$ cat config.mk
export PLATFORM = sky130hd
export DESIGN_NAME = prime_count_trial_division_flat
export DESIGN_NICKNAME = d
export VERILOG_FILES = /design/src/pctd_pkg.sv /design/src/pctd_req_if.sv /design/src/pctd_rsp_if.sv /design/src/prime_count_trial_division.sv /design/src/pctd_divider.sv /design/src/flat_wrapper.sv
export SDC_FILE = /design/constraint.sdc
export NUM_CORES = 1
export LEC_CHECK = 0
export BUFFER_PORTS_ARGS = -buffer_cell sky130_fd_sc_hd__buf_2
export CORE_ASPECT_RATIO = 1.25
export CORE_MARGIN = 2
export CORE_UTILIZATION = 23
export DETAILED_ROUTE_END_ITERATION = 7
export SYNTH_ARGS = -nofsm -noshare
export SYNTH_HDL_FRONTEND = slang
export SYNTH_SLANG_ARGS = --single-unit
$ cat constraint.sdc
create_clock -name clock -period 6.6 [get_ports clock]
set_input_delay 0.66 -clock clock [delete_from_list [all_inputs] [get_ports clock]]
set_output_delay 0.66 -clock clock [all_outputs]
set_load 0.01 [all_outputs]
$ cat src/pctd_pkg.sv
// Package: shared constants and the sequencer state type for the prime counter.
`timescale 1ns / 1ps
package pctd_pkg;

   localparam int ValueWidthDefault = 32;
   localparam int CountWidthDefault = 16;
   localparam int PrimeCountWidth   = 16;
   localparam int FirstOddDivisor   = 3;
   localparam int DivisorStep       = 2;

   typedef enum logic [1:0] {
      ST_IDLE,
      ST_LAUNCH,
      ST_DIVIDE,
      ST_FINISH
   } pctd_state_type;

endpackage

$ cat src/pctd_req_if.sv
// Interface: input channel carrying the value to test and the array markers.
`timescale 1ns / 1ps
interface pctd_req_if import pctd_pkg::*; #(
   parameter int VALUE_WIDTH = ValueWidthDefault
) ();
   logic                          valid;
   logic                          ready;
   logic signed [VALUE_WIDTH-1:0] value;
   logic                          first;
   logic                          last;

   modport source (output valid, output value, output first, output last, input ready);
   modport sink   (input valid, input value, input first, input last, output ready);
endinterface

$ cat src/pctd_rsp_if.sv
// Interface: result channel carrying the prime flag, the running count and the end marker.
`timescale 1ns / 1ps
interface pctd_rsp_if import pctd_pkg::*; ();
   logic                       valid;
   logic                       ready;
   logic                       is_prime;
   logic [PrimeCountWidth-1:0] prime_count;
   logic                       end_of_array;

   modport source (output valid, output is_prime, output prime_count,
                   output end_of_array, input ready);
   modport sink   (input valid, input is_prime, input prime_count,
                   input end_of_array, output ready);
endinterface

$ cat src/prime_count_trial_division.sv
// Top level: trial-division primality test with a per-array running prime count.
//
//   channel   dir   handshake          payload
//   req_chan  in    valid / ready      value, first, last
//   rsp_chan  out   valid / ready      is_prime, prime_count, end_of_array
//
// One item at a time. Negative, 0, 1 and even values skip the divider.
// Odd values run odd divisors from 3 through one shared restoring divider,
// one LAUNCH and DIVIDE pass per divisor; a 32-bit prime near the top takes about
// 23170 divisors.
// Reset is synchronous and clears the sequencer, count and result valid.
// A held result stalls only the finish step; the next item waits for IDLE.
`timescale 1ns / 1ps
module prime_count_trial_division import pctd_pkg::*; #(
   parameter int VALUE_WIDTH = ValueWidthDefault,
   parameter int COUNT_WIDTH = CountWidthDefault
) (
   input  logic         clock,
   input  logic         reset,
   pctd_req_if.sink     req_chan,
   pctd_rsp_if.source   rsp_chan
);

   localparam int MagWidth     = VALUE_WIDTH - 1;
   localparam int CountExWidth = (COUNT_WIDTH > PrimeCountWidth) ? COUNT_WIDTH
                                                                 : PrimeCountWidth;

   pctd_state_type state_ff, state_in;

   logic [MagWidth-1:0]    v_ff, v_in;
   logic [MagWidth-1:0]    d_ff, d_in;
   logic                   first_ff, first_in;
   logic                   last_ff, last_in;
   logic                   prime_ff, prime_in;
   logic [COUNT_WIDTH-1:0] count_ff, count_in;
   logic                   rsp_valid_ff, rsp_valid_in;
   logic                   rsp_prime_ff, rsp_prime_in;
   logic [PrimeCountWidth-1:0] rsp_count_ff, rsp_count_in;
   logic                   rsp_end_ff, rsp_end_in;

   logic                   req_accept;
   logic                   rsp_load;
   logic                   div_start;
   logic                   div_done;
   logic [MagWidth-1:0]    div_quo;
   logic [MagWidth-1:0]    div_rem;
   logic [MagWidth-1:0]    req_mag;
   logic                   req_neg;
   logic                   req_trivial;
   logic                   req_trivial_prime;
   logic                   div_past_root;
   logic                   div_exact;
   logic [COUNT_WIDTH-1:0] count_base;
   logic [CountExWidth-1:0] count_wide;

   pctd_divider #(.WIDTH(MagWidth)) u_divider (
      .clock     (clock),
      .reset     (reset),
      .start     (div_start),
      .dividend  (v_ff),
      .divisor   (d_ff),
      .done      (div_done),
      .quotient  (div_quo),
      .remainder (div_rem)
   );

   assign req_accept = req_chan.valid && req_chan.ready;
   assign req_neg    = req_chan.value[VALUE_WIDTH-1];
   assign req_mag    = req_chan.value[MagWidth-1:0];

   // negatives, values below two and even values need no division
   assign req_trivial       = req_neg || (req_mag < MagWidth'(2)) || !req_mag[0];
   assign req_trivial_prime = !req_neg && (req_mag == MagWidth'(2));

   // d > v / d means d * d > v: no divisor left
   assign div_past_root = (d_ff > div_quo);
   assign div_exact     = (div_rem == '0);

   assign rsp_load = (state_ff == ST_FINISH) && (!rsp_valid_ff || rsp_chan.ready);

   // next state
   always_comb begin
      state_in = state_ff;
      unique case (state_ff)
         ST_IDLE: begin
            if (req_accept) state_in = req_trivial ? ST_FINISH : ST_LAUNCH;
         end
         ST_LAUNCH: state_in = ST_DIVIDE;
         ST_DIVIDE: begin
            if (div_done) state_in = (div_past_root || div_exact) ? ST_FINISH : ST_LAUNCH;
         end
         ST_FINISH: begin
            if (rsp_load) state_in = ST_IDLE;
         end
         default: state_in = ST_IDLE;
      endcase
   end

   // outputs
   always_comb begin
      req_chan.ready = 1'b0;
      div_start      = 1'b0;
      unique case (state_ff)
         ST_IDLE:   req_chan.ready = 1'b1;
         ST_LAUNCH: div_start      = 1'b1;
         ST_DIVIDE,
         ST_FINISH: ;
         default:   ;
      endcase
   end

   // datapath
   always_comb begin
      v_in     = v_ff;
      d_in     = d_ff;
      first_in = first_ff;
      last_in  = last_ff;
      prime_in = prime_ff;
      if (req_accept) begin
         v_in     = req_mag;
         d_in     = MagWidth'(FirstOddDivisor);
         first_in = req_chan.first;
         last_in  = req_chan.last;
         prime_in = req_trivial_prime;
      end else if ((state_ff == ST_DIVIDE) && div_done) begin
         prime_in = div_past_root;
         d_in     = d_ff + MagWidth'(DivisorStep);
      end
   end

   always_comb begin
      count_base = first_ff ? '0 : count_ff;
      count_in   = count_ff;
      if (rsp_load) begin
         count_in = count_base;
         if (prime_ff && (count_base != '1)) count_in = count_base + COUNT_WIDTH'(1);
      end
   end

   assign count_wide = CountExWidth'(count_in);

   always_comb begin
      rsp_valid_in = rsp_valid_ff && !rsp_chan.ready;
      rsp_prime_in = rsp_prime_ff;
      rsp_count_in = rsp_count_ff;
      rsp_end_in   = rsp_end_ff;
      if (rsp_load) begin
         rsp_valid_in = 1'b1;
         rsp_prime_in = prime_ff;
         rsp_count_in = count_wide[PrimeCountWidth-1:0];
         rsp_end_in   = last_ff;
      end
   end

   always_ff @(posedge clock) begin
      if (reset) begin
         state_ff     <= ST_IDLE;
         count_ff     <= '0;
         rsp_valid_ff <= 1'b0;
      end else begin
         state_ff     <= state_in;
         count_ff     <= count_in;
         rsp_valid_ff <= rsp_valid_in;
      end
      v_ff         <= v_in;
      d_ff         <= d_in;
      first_ff     <= first_in;
      last_ff      <= last_in;
      prime_ff     <= prime_in;
      rsp_prime_ff <= rsp_prime_in;
      rsp_count_ff <= rsp_count_in;
      rsp_end_ff   <= rsp_end_in;
   end

   assign rsp_chan.valid        = rsp_valid_ff;
   assign rsp_chan.is_prime     = rsp_prime_ff;
   assign rsp_chan.prime_count  = rsp_count_ff;
   assign rsp_chan.end_of_array = rsp_end_ff;

   // an accepted item always leaves IDLE
   a_accept_leaves_idle: assert property (@(posedge clock) disable iff (reset)
      req_accept |=> (state_ff != ST_IDLE))
      else $error("accepted item did not start work");

   // the divider only reports back while the sequencer waits for it
   a_done_in_divide: assert property (@(posedge clock) disable iff (reset)
      div_done |-> (state_ff == ST_DIVIDE))
      else $error("divider finished outside divide state");

   // trial divisors stay odd and at least three
   a_divisor_odd: assert property (@(posedge clock) disable iff (reset)
      (state_ff == ST_DIVIDE) |-> (d_ff[0] && (d_ff >= MagWidth'(FirstOddDivisor))))
      else $error("trial divisor not odd or below three");

   // within an array the count never falls
   a_count_monotonic: assert property (@(posedge clock) disable iff (reset)
      (rsp_load && !first_ff) |=> (count_ff >= $past(count_ff)))
      else $error("running count decreased inside an array");

endmodule

$ cat src/pctd_divider.sv
// Module: restoring divider, one quotient bit per cycle, unsigned operands.
`timescale 1ns / 1ps
module pctd_divider import pctd_pkg::*; #(
   parameter int WIDTH = ValueWidthDefault - 1
) (
   input  logic             clock,
   input  logic             reset,
   input  logic             start,
   input  logic [WIDTH-1:0] dividend,
   input  logic [WIDTH-1:0] divisor,
   output logic             done,
   output logic [WIDTH-1:0] quotient,
   output logic [WIDTH-1:0] remainder
);

   localparam int CntWidth = (WIDTH > 1) ? $clog2(WIDTH) : 1;

   logic                busy_ff, busy_in;
   logic                done_ff, done_in;
   logic [CntWidth-1:0] cnt_ff, cnt_in;
   logic [WIDTH-1:0]    quo_ff, quo_in;
   logic [WIDTH-1:0]    rem_ff, rem_in;
   logic [WIDTH:0]      trial;
   logic [WIDTH:0]      diff;
   logic                last_step;

   // divisor must stay stable while busy
   assign trial     = {rem_ff, quo_ff[WIDTH-1]};
   assign diff      = trial - {1'b0, divisor};
   assign last_step = (cnt_ff == CntWidth'(WIDTH - 1));

   always_comb begin
      busy_in = busy_ff;
      done_in = 1'b0;
      cnt_in  = cnt_ff;
      quo_in  = quo_ff;
      rem_in  = rem_ff;
      if (busy_ff) begin
         if (diff[WIDTH]) begin
            rem_in = trial[WIDTH-1:0];
            quo_in = {quo_ff[WIDTH-2:0], 1'b0};
         end else begin
            rem_in = diff[WIDTH-1:0];
            quo_in = {quo_ff[WIDTH-2:0], 1'b1};
         end
         cnt_in = cnt_ff + CntWidth'(1);
         if (last_step) begin
            busy_in = 1'b0;
            done_in = 1'b1;
         end
      end else if (start) begin
         busy_in = 1'b1;
         cnt_in  = '0;
         quo_in  = dividend;
         rem_in  = '0;
      end
   end

   always_ff @(posedge clock) begin
      if (reset) begin
         busy_ff <= 1'b0;
         done_ff <= 1'b0;
         cnt_ff  <= '0;
      end else begin
         busy_ff <= busy_in;
         done_ff <= done_in;
         cnt_ff  <= cnt_in;
      end
      quo_ff <= quo_in;
      rem_ff <= rem_in;
   end

   assign done      = done_ff;
   assign quotient  = quo_ff;
   assign remainder = rem_ff;

endmodule
$ cat src/flat_wrapper.sv
// flat-port wrapper written by rule: the top's interface ports become plain ports
module prime_count_trial_division_flat import pctd_pkg::*;
#(
   parameter int VALUE_WIDTH = ValueWidthDefault,
   parameter int COUNT_WIDTH = CountWidthDefault
)
  (clock, reset, req_chan_valid, req_chan_value, req_chan_first, req_chan_last, req_chan_ready, rsp_chan_valid, rsp_chan_is_prime, rsp_chan_prime_count, rsp_chan_end_of_array, rsp_chan_ready);
  pctd_req_if #(.VALUE_WIDTH(VALUE_WIDTH)) req_chan_i ();
  pctd_rsp_if rsp_chan_i ();
  input  logic clock;
  input  logic reset;
  input wire logic [$bits(req_chan_i.valid)-1:0] req_chan_valid;
  input wire logic [$bits(req_chan_i.value)-1:0] req_chan_value;
  input wire logic [$bits(req_chan_i.first)-1:0] req_chan_first;
  input wire logic [$bits(req_chan_i.last)-1:0] req_chan_last;
  output wire logic [$bits(req_chan_i.ready)-1:0] req_chan_ready;
  output wire logic [$bits(rsp_chan_i.valid)-1:0] rsp_chan_valid;
  output wire logic [$bits(rsp_chan_i.is_prime)-1:0] rsp_chan_is_prime;
  output wire logic [$bits(rsp_chan_i.prime_count)-1:0] rsp_chan_prime_count;
  output wire logic [$bits(rsp_chan_i.end_of_array)-1:0] rsp_chan_end_of_array;
  input wire logic [$bits(rsp_chan_i.ready)-1:0] rsp_chan_ready;
  assign req_chan_i.valid = req_chan_valid;
  assign req_chan_i.value = req_chan_value;
  assign req_chan_i.first = req_chan_first;
  assign req_chan_i.last = req_chan_last;
  assign req_chan_ready = req_chan_i.ready;
  assign rsp_chan_valid = rsp_chan_i.valid;
  assign rsp_chan_is_prime = rsp_chan_i.is_prime;
  assign rsp_chan_prime_count = rsp_chan_i.prime_count;
  assign rsp_chan_end_of_array = rsp_chan_i.end_of_array;
  assign rsp_chan_i.ready = rsp_chan_ready;
  prime_count_trial_division #(.VALUE_WIDTH(VALUE_WIDTH), .COUNT_WIDTH(COUNT_WIDTH)) u_core (.clock(clock), .reset(reset), .req_chan(req_chan_i), .rsp_chan(rsp_chan_i));
endmodule
==> reports/qor.yml, run 1 <==
cts_hold_buf: 0
p_per_area_mw_per_mm2: 237
yosys-top-cells-count: "edfxtp_1 (114), nor2_1 (95), inv_1 (77)"
row_count: 83
reg2reg_slack_ns: 3.06
grt-ovfl-total: 0
yosysSeqAreaShare_pct: 47.7
synthTopCellsByArea: "edfxtp_1 (36%), dfxtp_1 (12%), ha_1 (8.4%)"
cts_tree: "built"
path_class: "reg -> reg"
seqCellArea_mm2: 0.00455
fillers: 4295
dr.pass1.iters: 5
hold_violations: 0
grt_max_degree: 63
initial_core_util_pct: 23.2
yosysWarnings: 0
clock-sinks: 170
synth_top_area_cell: "edfxtp_1"
synth_cells: 927
worstReg2RegStart: "u_core.d_ff[1]$_SDFFE_PP1P_"
routed-via-count: 6930
synth_edf_count: 114
max_freq_mhz: 283
multi_input_area_mm2: 0.00458
root_buffer: "clkbuf_16"
worst_setup_path_start_kind: "register"
cp.arrival_ns: 3.71
io_pins: 58
vdd_drop_max_mv: 0.183
ctsResizeCount: 0
worstHoldPathType: "in -> reg"
htree_levels: 4
synth_seq_cells: 170
drtIter0Drc: 308
die_area_mm2: 0.0431
yosysTopAreaCellShare_pct: 35.9
final_core_util_pct: 26.8
nets: 1085
postCtsSetupRepairBufs: 0
vias_per_cell: 4.48
ff2ff_path_depth: 12
worst_slew_pin_slew_ns: 0.978
min_period_ns: 3.54
ys.flop_type: "edfxtp_1"
antenna_found_initial: 1
grt_use_total_pct: 10.2
finalSetupTns_ns: 0
setup_viol: 0
synth_fp_nets: 1030
slew-limit-headroom_pct: 34.8
max_cap_violations: 0
power_leakage_nw: 4.08
clk_latency_ns: 0.44
finalWirelength_mm: 21.6
grt_pass1_vias: 6790
clk_pin_slew_ns: 0.07
async_flop_share_pct: 0
run_status: "completed"
gp_routability_congestion: 0.867
dp_hpwl_mm: 15.8
die_y_um: 232
cp-end-kind: "register"
drc: 0
numCtsBuffers: 17
grt_pass1_wl_mm: 34.5
postRouteAntennaNets: 0
syn_avg_cell_area_um2: 10.3
drive_gt1_share_pct: 14.0
rsz0062_at_grt: "no"
post-route-period-util_pct: 53.6
crit_start: "u_core.d_ff[1]$_SDFFE_PP1P_"
holdWs_ns: 0.401
cp_max_fo: 21
die_x_um: 186
core-area_mm2: 0.0410
clockBufferDepth: 2
syn2layout_area_growth_pct: 15.5
cp_data_required_time_ns: 6.77
skew_ns: 0.0137
final_max_slew_viol_count: 0
reg2reg_to: "u_core.u_divider.remainder[5]$_SDFFCE_PN0P_"
synth_cell_type_count: 65
yosysMostFrequentCell: "edfxtp_1"
syn-cell-area_mm2: 0.00953
wl_per_cell_um: 13.9
io_buffers: 57
critPathCapture: "u_core.u_divider.remainder[5]$_SDFFCE_PN0P_"
==> final cells by class <==
type                       count  share of cell area [%]
multi-input combinational    654                    41.6
clock buffer                  18                    3.90
sequential                   170                    41.3
antenna                        1                  0.0227
timing repair buffer          62                    2.93
tap                          552                    6.27
clock inverter                14                    1.33
inverter                      77                    2.63
==> worst max-delay path, stage by stage (launching register included) <==
cell and delay (ns):
dfxtp_1 0.43, inv_1 0.12, ha_1 0.30, a211o_1 0.33
a21oi_4 0.19, a211oi_2 0.13, o21bai_2 0.19, a21oi_2 0.10
o21ai_4 0.20, xor2_4 0.55, buf_4 0.43, mux2i_1 0.23
nor2_1 0.05
==> layout by cell type, fill, tap and decap left out, types with 4 or more instances in the layout <==
master / instances
edfxtp_1: 114
nor2_1: 93
inv_1: 76
nand2_1: 67
ha_1: 64
buf_2: 57
xnor2_1: 55
dfxtp_1: 55
a21oi_1: 51
mux2_2: 31
o21ai_0: 29
nor2b_1: 27
nand3_1: 27
mux2i_1: 27
nand4_1: 22
clkbuf_16: 17
a21o_1: 16
o21a_1: 14
nor4_1: 14
xor2_1: 11
and3_1: 11
nor3_1: 11
a31oi_1: 6
o22ai_1: 5
o21bai_1: 5
buf_4: 5
nor3b_1: 4
o21ai_1: 4
or3_1: 4
inv_6: 4
==> report_power, final <==
| part | internal (mW) | total (mW) | switching, mW |
|---|---|---|---|
| clock network | 0.560 | 0.997 | 0.437 |
| logic | 0.151 | 0.361 | 0.210 |
| registers | 1.20 | 1.25 | 0.0436 |
| total | 1.92 | 2.61 | 0.691 |
==> cell families (layout without fill, tap and decap cells) <==
kind of cell,Yosys count,in the layout,synth area share [%]
and+or+nand+nor,299,299,15.3
other,0,1,0
buffers and inverters,103,171,4.32
xor gates and xnor gates,67,67,6.36
muxes,58,58,6.50
AOI/OAI and AO/OA,165,165,11.3
DFF,170,170,47.7
adders and majority gates,65,65,8.61
==> metal layers <==
layer / vias to the layer above / GRT usage (%) / part of all wire (%)
li1: 3431 / - / -
met1: 3326 / 12.1 / 44
met2: 137 / 18.1 / 51
met3: 34 / 2.12 / 3.7
met4: 2 / 3.59 / 2.1
met5: - / 0 / 0.070
==> worst min-delay path by stage <==
stage | depth (start not counted) | start | end
after floorplan | 0 | u_core.last_ff$_DFFE_PP_ | u_core.rsp_chan.end_of_array$_DFFE_PP_
after global placement | 0 | u_core.last_ff$_DFFE_PP_ | u_core.rsp_chan.end_of_array$_DFFE_PP_
after detailed placement | 0 | u_core.last_ff$_DFFE_PP_ | u_core.rsp_chan.end_of_array$_DFFE_PP_
after CTS | 1 | req_chan_last | u_core.last_ff$_DFFE_PP_
after global routing | 1 | req_chan_last | u_core.last_ff$_DFFE_PP_
final | 1 | req_chan_last | u_core.last_ff$_DFFE_PP_
==> stage by stage <==
stage                     instance area [um2]  instances  setup WS, ns  total power, mW
after CTS                               11000       1547          3.03             2.63
after global routing                    11000       1547          2.79             2.72
after floorplan                          9530        927          3.80             1.54
after detailed placement                10400       1515          3.02             1.63
after global placement                  10400       1515          3.12             1.63
final                                   11000       1548          3.06             2.61
==> registers in the layout, summed over array words and instances, names as in the netlist <==
name                          cells
u_core.count_ff                  16
u_core.d_ff                      30
u_core.first_ff                   1
u_core.last_ff                    1
u_core.prime_ff                   1
u_core.rsp_chan.end_of_array      1
u_core.rsp_chan.is_prime          1
u_core.rsp_chan.prime_count      16
u_core.rsp_chan.valid             1
u_core.state_ff                   2
u_core.u_divider.busy_ff          1
u_core.u_divider.cnt_ff           5
u_core.u_divider.done             1
u_core.u_divider.quotient        31
u_core.u_divider.remainder       31
u_core.v_ff                      31
Power figures use the tool's default switching activity.
==> run 2, diff against run 1 <==
==> constraint.sdc (replaced) <==
create_clock -name clock -period 2.9 [get_ports clock]
set_input_delay 0.29 -clock clock [delete_from_list [all_inputs] [get_ports clock]]
set_output_delay 0.29 -clock clock [all_outputs]
set_load 0.01 [all_outputs]
==> reports/qor.yml, run 2 (same netlist as run 1, synthesis figures left out) <==
run_status: "completed"
max_cap_violations: 0
numCtsBuffers: 17
post-place-ws_ns: 0.00272
die_y_um: 232
htree_levels: 4
finalWirelength_mm: 22.6
drive_gt1_share_pct: 20.8
drc: 0
slowest_stage: "edfxtp_1"
power.total_mw: 6.19
wl_per_cell_um: 14.1
worstHoldPathType: "in -> reg"
power_leakage_nw: 4.39
setup_viol: 0
min_period_ns: 2.84
fillers: 4269
worst_slew_pin_slew_ns: 0.838
clock-sinks: 170
grt_pass1_wl_mm: 35.1
root_buffer: "clkbuf_16"
post-route-period-util_pct: 97.8
grt_max_degree: 63
max_freq_mhz: 352
clockBufferDepth: 2
crit_family: "simple AND/OR/NAND/NOR gates"
postRouteAntennaNets: 0
io_pins: 58
grt_use_total_pct: 10.5
vias_per_cell: 4.44
clk_latency_ns: 0.44
final_max_slew_viol_count: 0
dr.pass1.iters: 4
slew-limit-headroom_pct: 44.1
path_class: "reg -> reg"
drtIter0Drc: 432
layout_commonest_cell: "edfxtp_1"
grt-ovfl-total: 0
die_area_mm2: 0.0431
hold_violations: 0
nets: 1137
worstPathCellList: "nor2b_1, ha_1, nand2_1, or2_2, o31a_1, and4_4, nor2b_4, nand2_2, nor2_1, xnor2_1, o22ai_1"
setup_ws_ns: 0.0625
p_per_area_mw_per_mm2: 531
timing.critical_path.buf_inv: 0
core-area_mm2: 0.0410
grt_pass1_vias: 6823
clk_pin_slew_ns: 0.08
skew_ns: 0.00797
final_core_util_pct: 28.4
gp_routability_congestion: 0.850
antenna_found_initial: 1
worst_setup_path_start_kind: "register"
vdd_drop_max_mv: 0.456
row_count: 83
die_x_um: 186
dp_hpwl_mm: 16.3
cp_max_fo: 8
cp_data_required_time_ns: 3.07
layout_common_cells: "edfxtp_1 (114), nor2_1 (93), inv_1 (75)"
diodes: 0
initial_core_util_pct: 23.2
cp.arrival_ns: 3.01
cts_tree: "built"
critPathMaxStageDelay_ns: 0.53
io_buffers: 57
routed-via-count: 7103
cp-end-kind: "register"
rsz0062_at_grt: "yes"
syn2layout_area_growth_pct: 22.3
==> run 2: cell count changes in the layout (fill, tap and decap cells not counted), sizes merged <==
cell	change
bufinv	-1
dlygate4sd3	+1
clkbuf	+1
clkinv	-6
diode	-1
inv	+8
buf	+49
==> run 2: final timing paths <==
path	start	to	slack, ns	depth (start not counted)
setup / recovery	u_core.first_ff$_DFFE_PP_	u_core.rsp_chan.prime_count[11]$_DFFE_PP_	0.06	11
hold reg to reg	u_core.last_ff$_DFFE_PP_	u_core.rsp_chan.end_of_array$_DFFE_PP_	0.43	0
hold / removal	req_chan_value[11]	u_core.v_ff[11]$_DFFE_PP_	0.03	1
setup reg to reg	u_core.first_ff$_DFFE_PP_	u_core.rsp_chan.prime_count[11]$_DFFE_PP_	0.06	11
==> run 2: layout make-up <==
| type | instances | area [um2] | share of cell area (%) |
|---|---|---|---|
| clock inverters | 15 | 165 | 1.42 |
| repair buffers | 114 | 796 | 6.83 |
| well taps | 552 | 691 | 5.93 |
| multi-input cells | 654 | 4740 | 40.7 |
| inverters | 77 | 289 | 2.48 |
| clock buffers | 17 | 425 | 3.65 |
| flip-flops and latches | 170 | 4550 | 39.0 |
==> run 2: power breakdown <==
group | internal, mW | switching [mW]
Clock | 1.23 | 1.12
Combinational | 0.477 | 0.546
Sequential | 2.74 | 0.0792
==> run 2: stage by stage <==
step | setup TNS [ns] | hold WS, ns | area [um2] | instances
after floorplan | 0 | 0.389 | 9530 | 927
after global placement | 0 | 0.404 | 10700 | 1551
after detailed placement | 0 | 0.415 | 10700 | 1551
after CTS | 0 | 0.00940 | 11300 | 1584
after global routing | -0.362 | 0.00573 | 11700 | 1599
final | 0 | 0.0339 | 11700 | 1599
==> run 2: repair_timing <==
action | CTS | global route
cloned | 0 | 2
hold buffers | 1 | 0
setup buffers | 0 | 13
pin swaps | 0 | 9
endpoints found under the setup margin | 2 | 32
hold endpoints to repair | 1 | 0
gates resized for setup | 1 | 34
==> run 2: metal layers <==
metal  global-route usage, %  share of wire (%)  vias to the layer above
li1                        -                  -                     3537
met1                    12.2                 44                     3389
met2                    18.4                 50                      126
met3                    2.22                3.2                       49
met4                    4.53                3.2                        2
met5                       0              0.040                        -
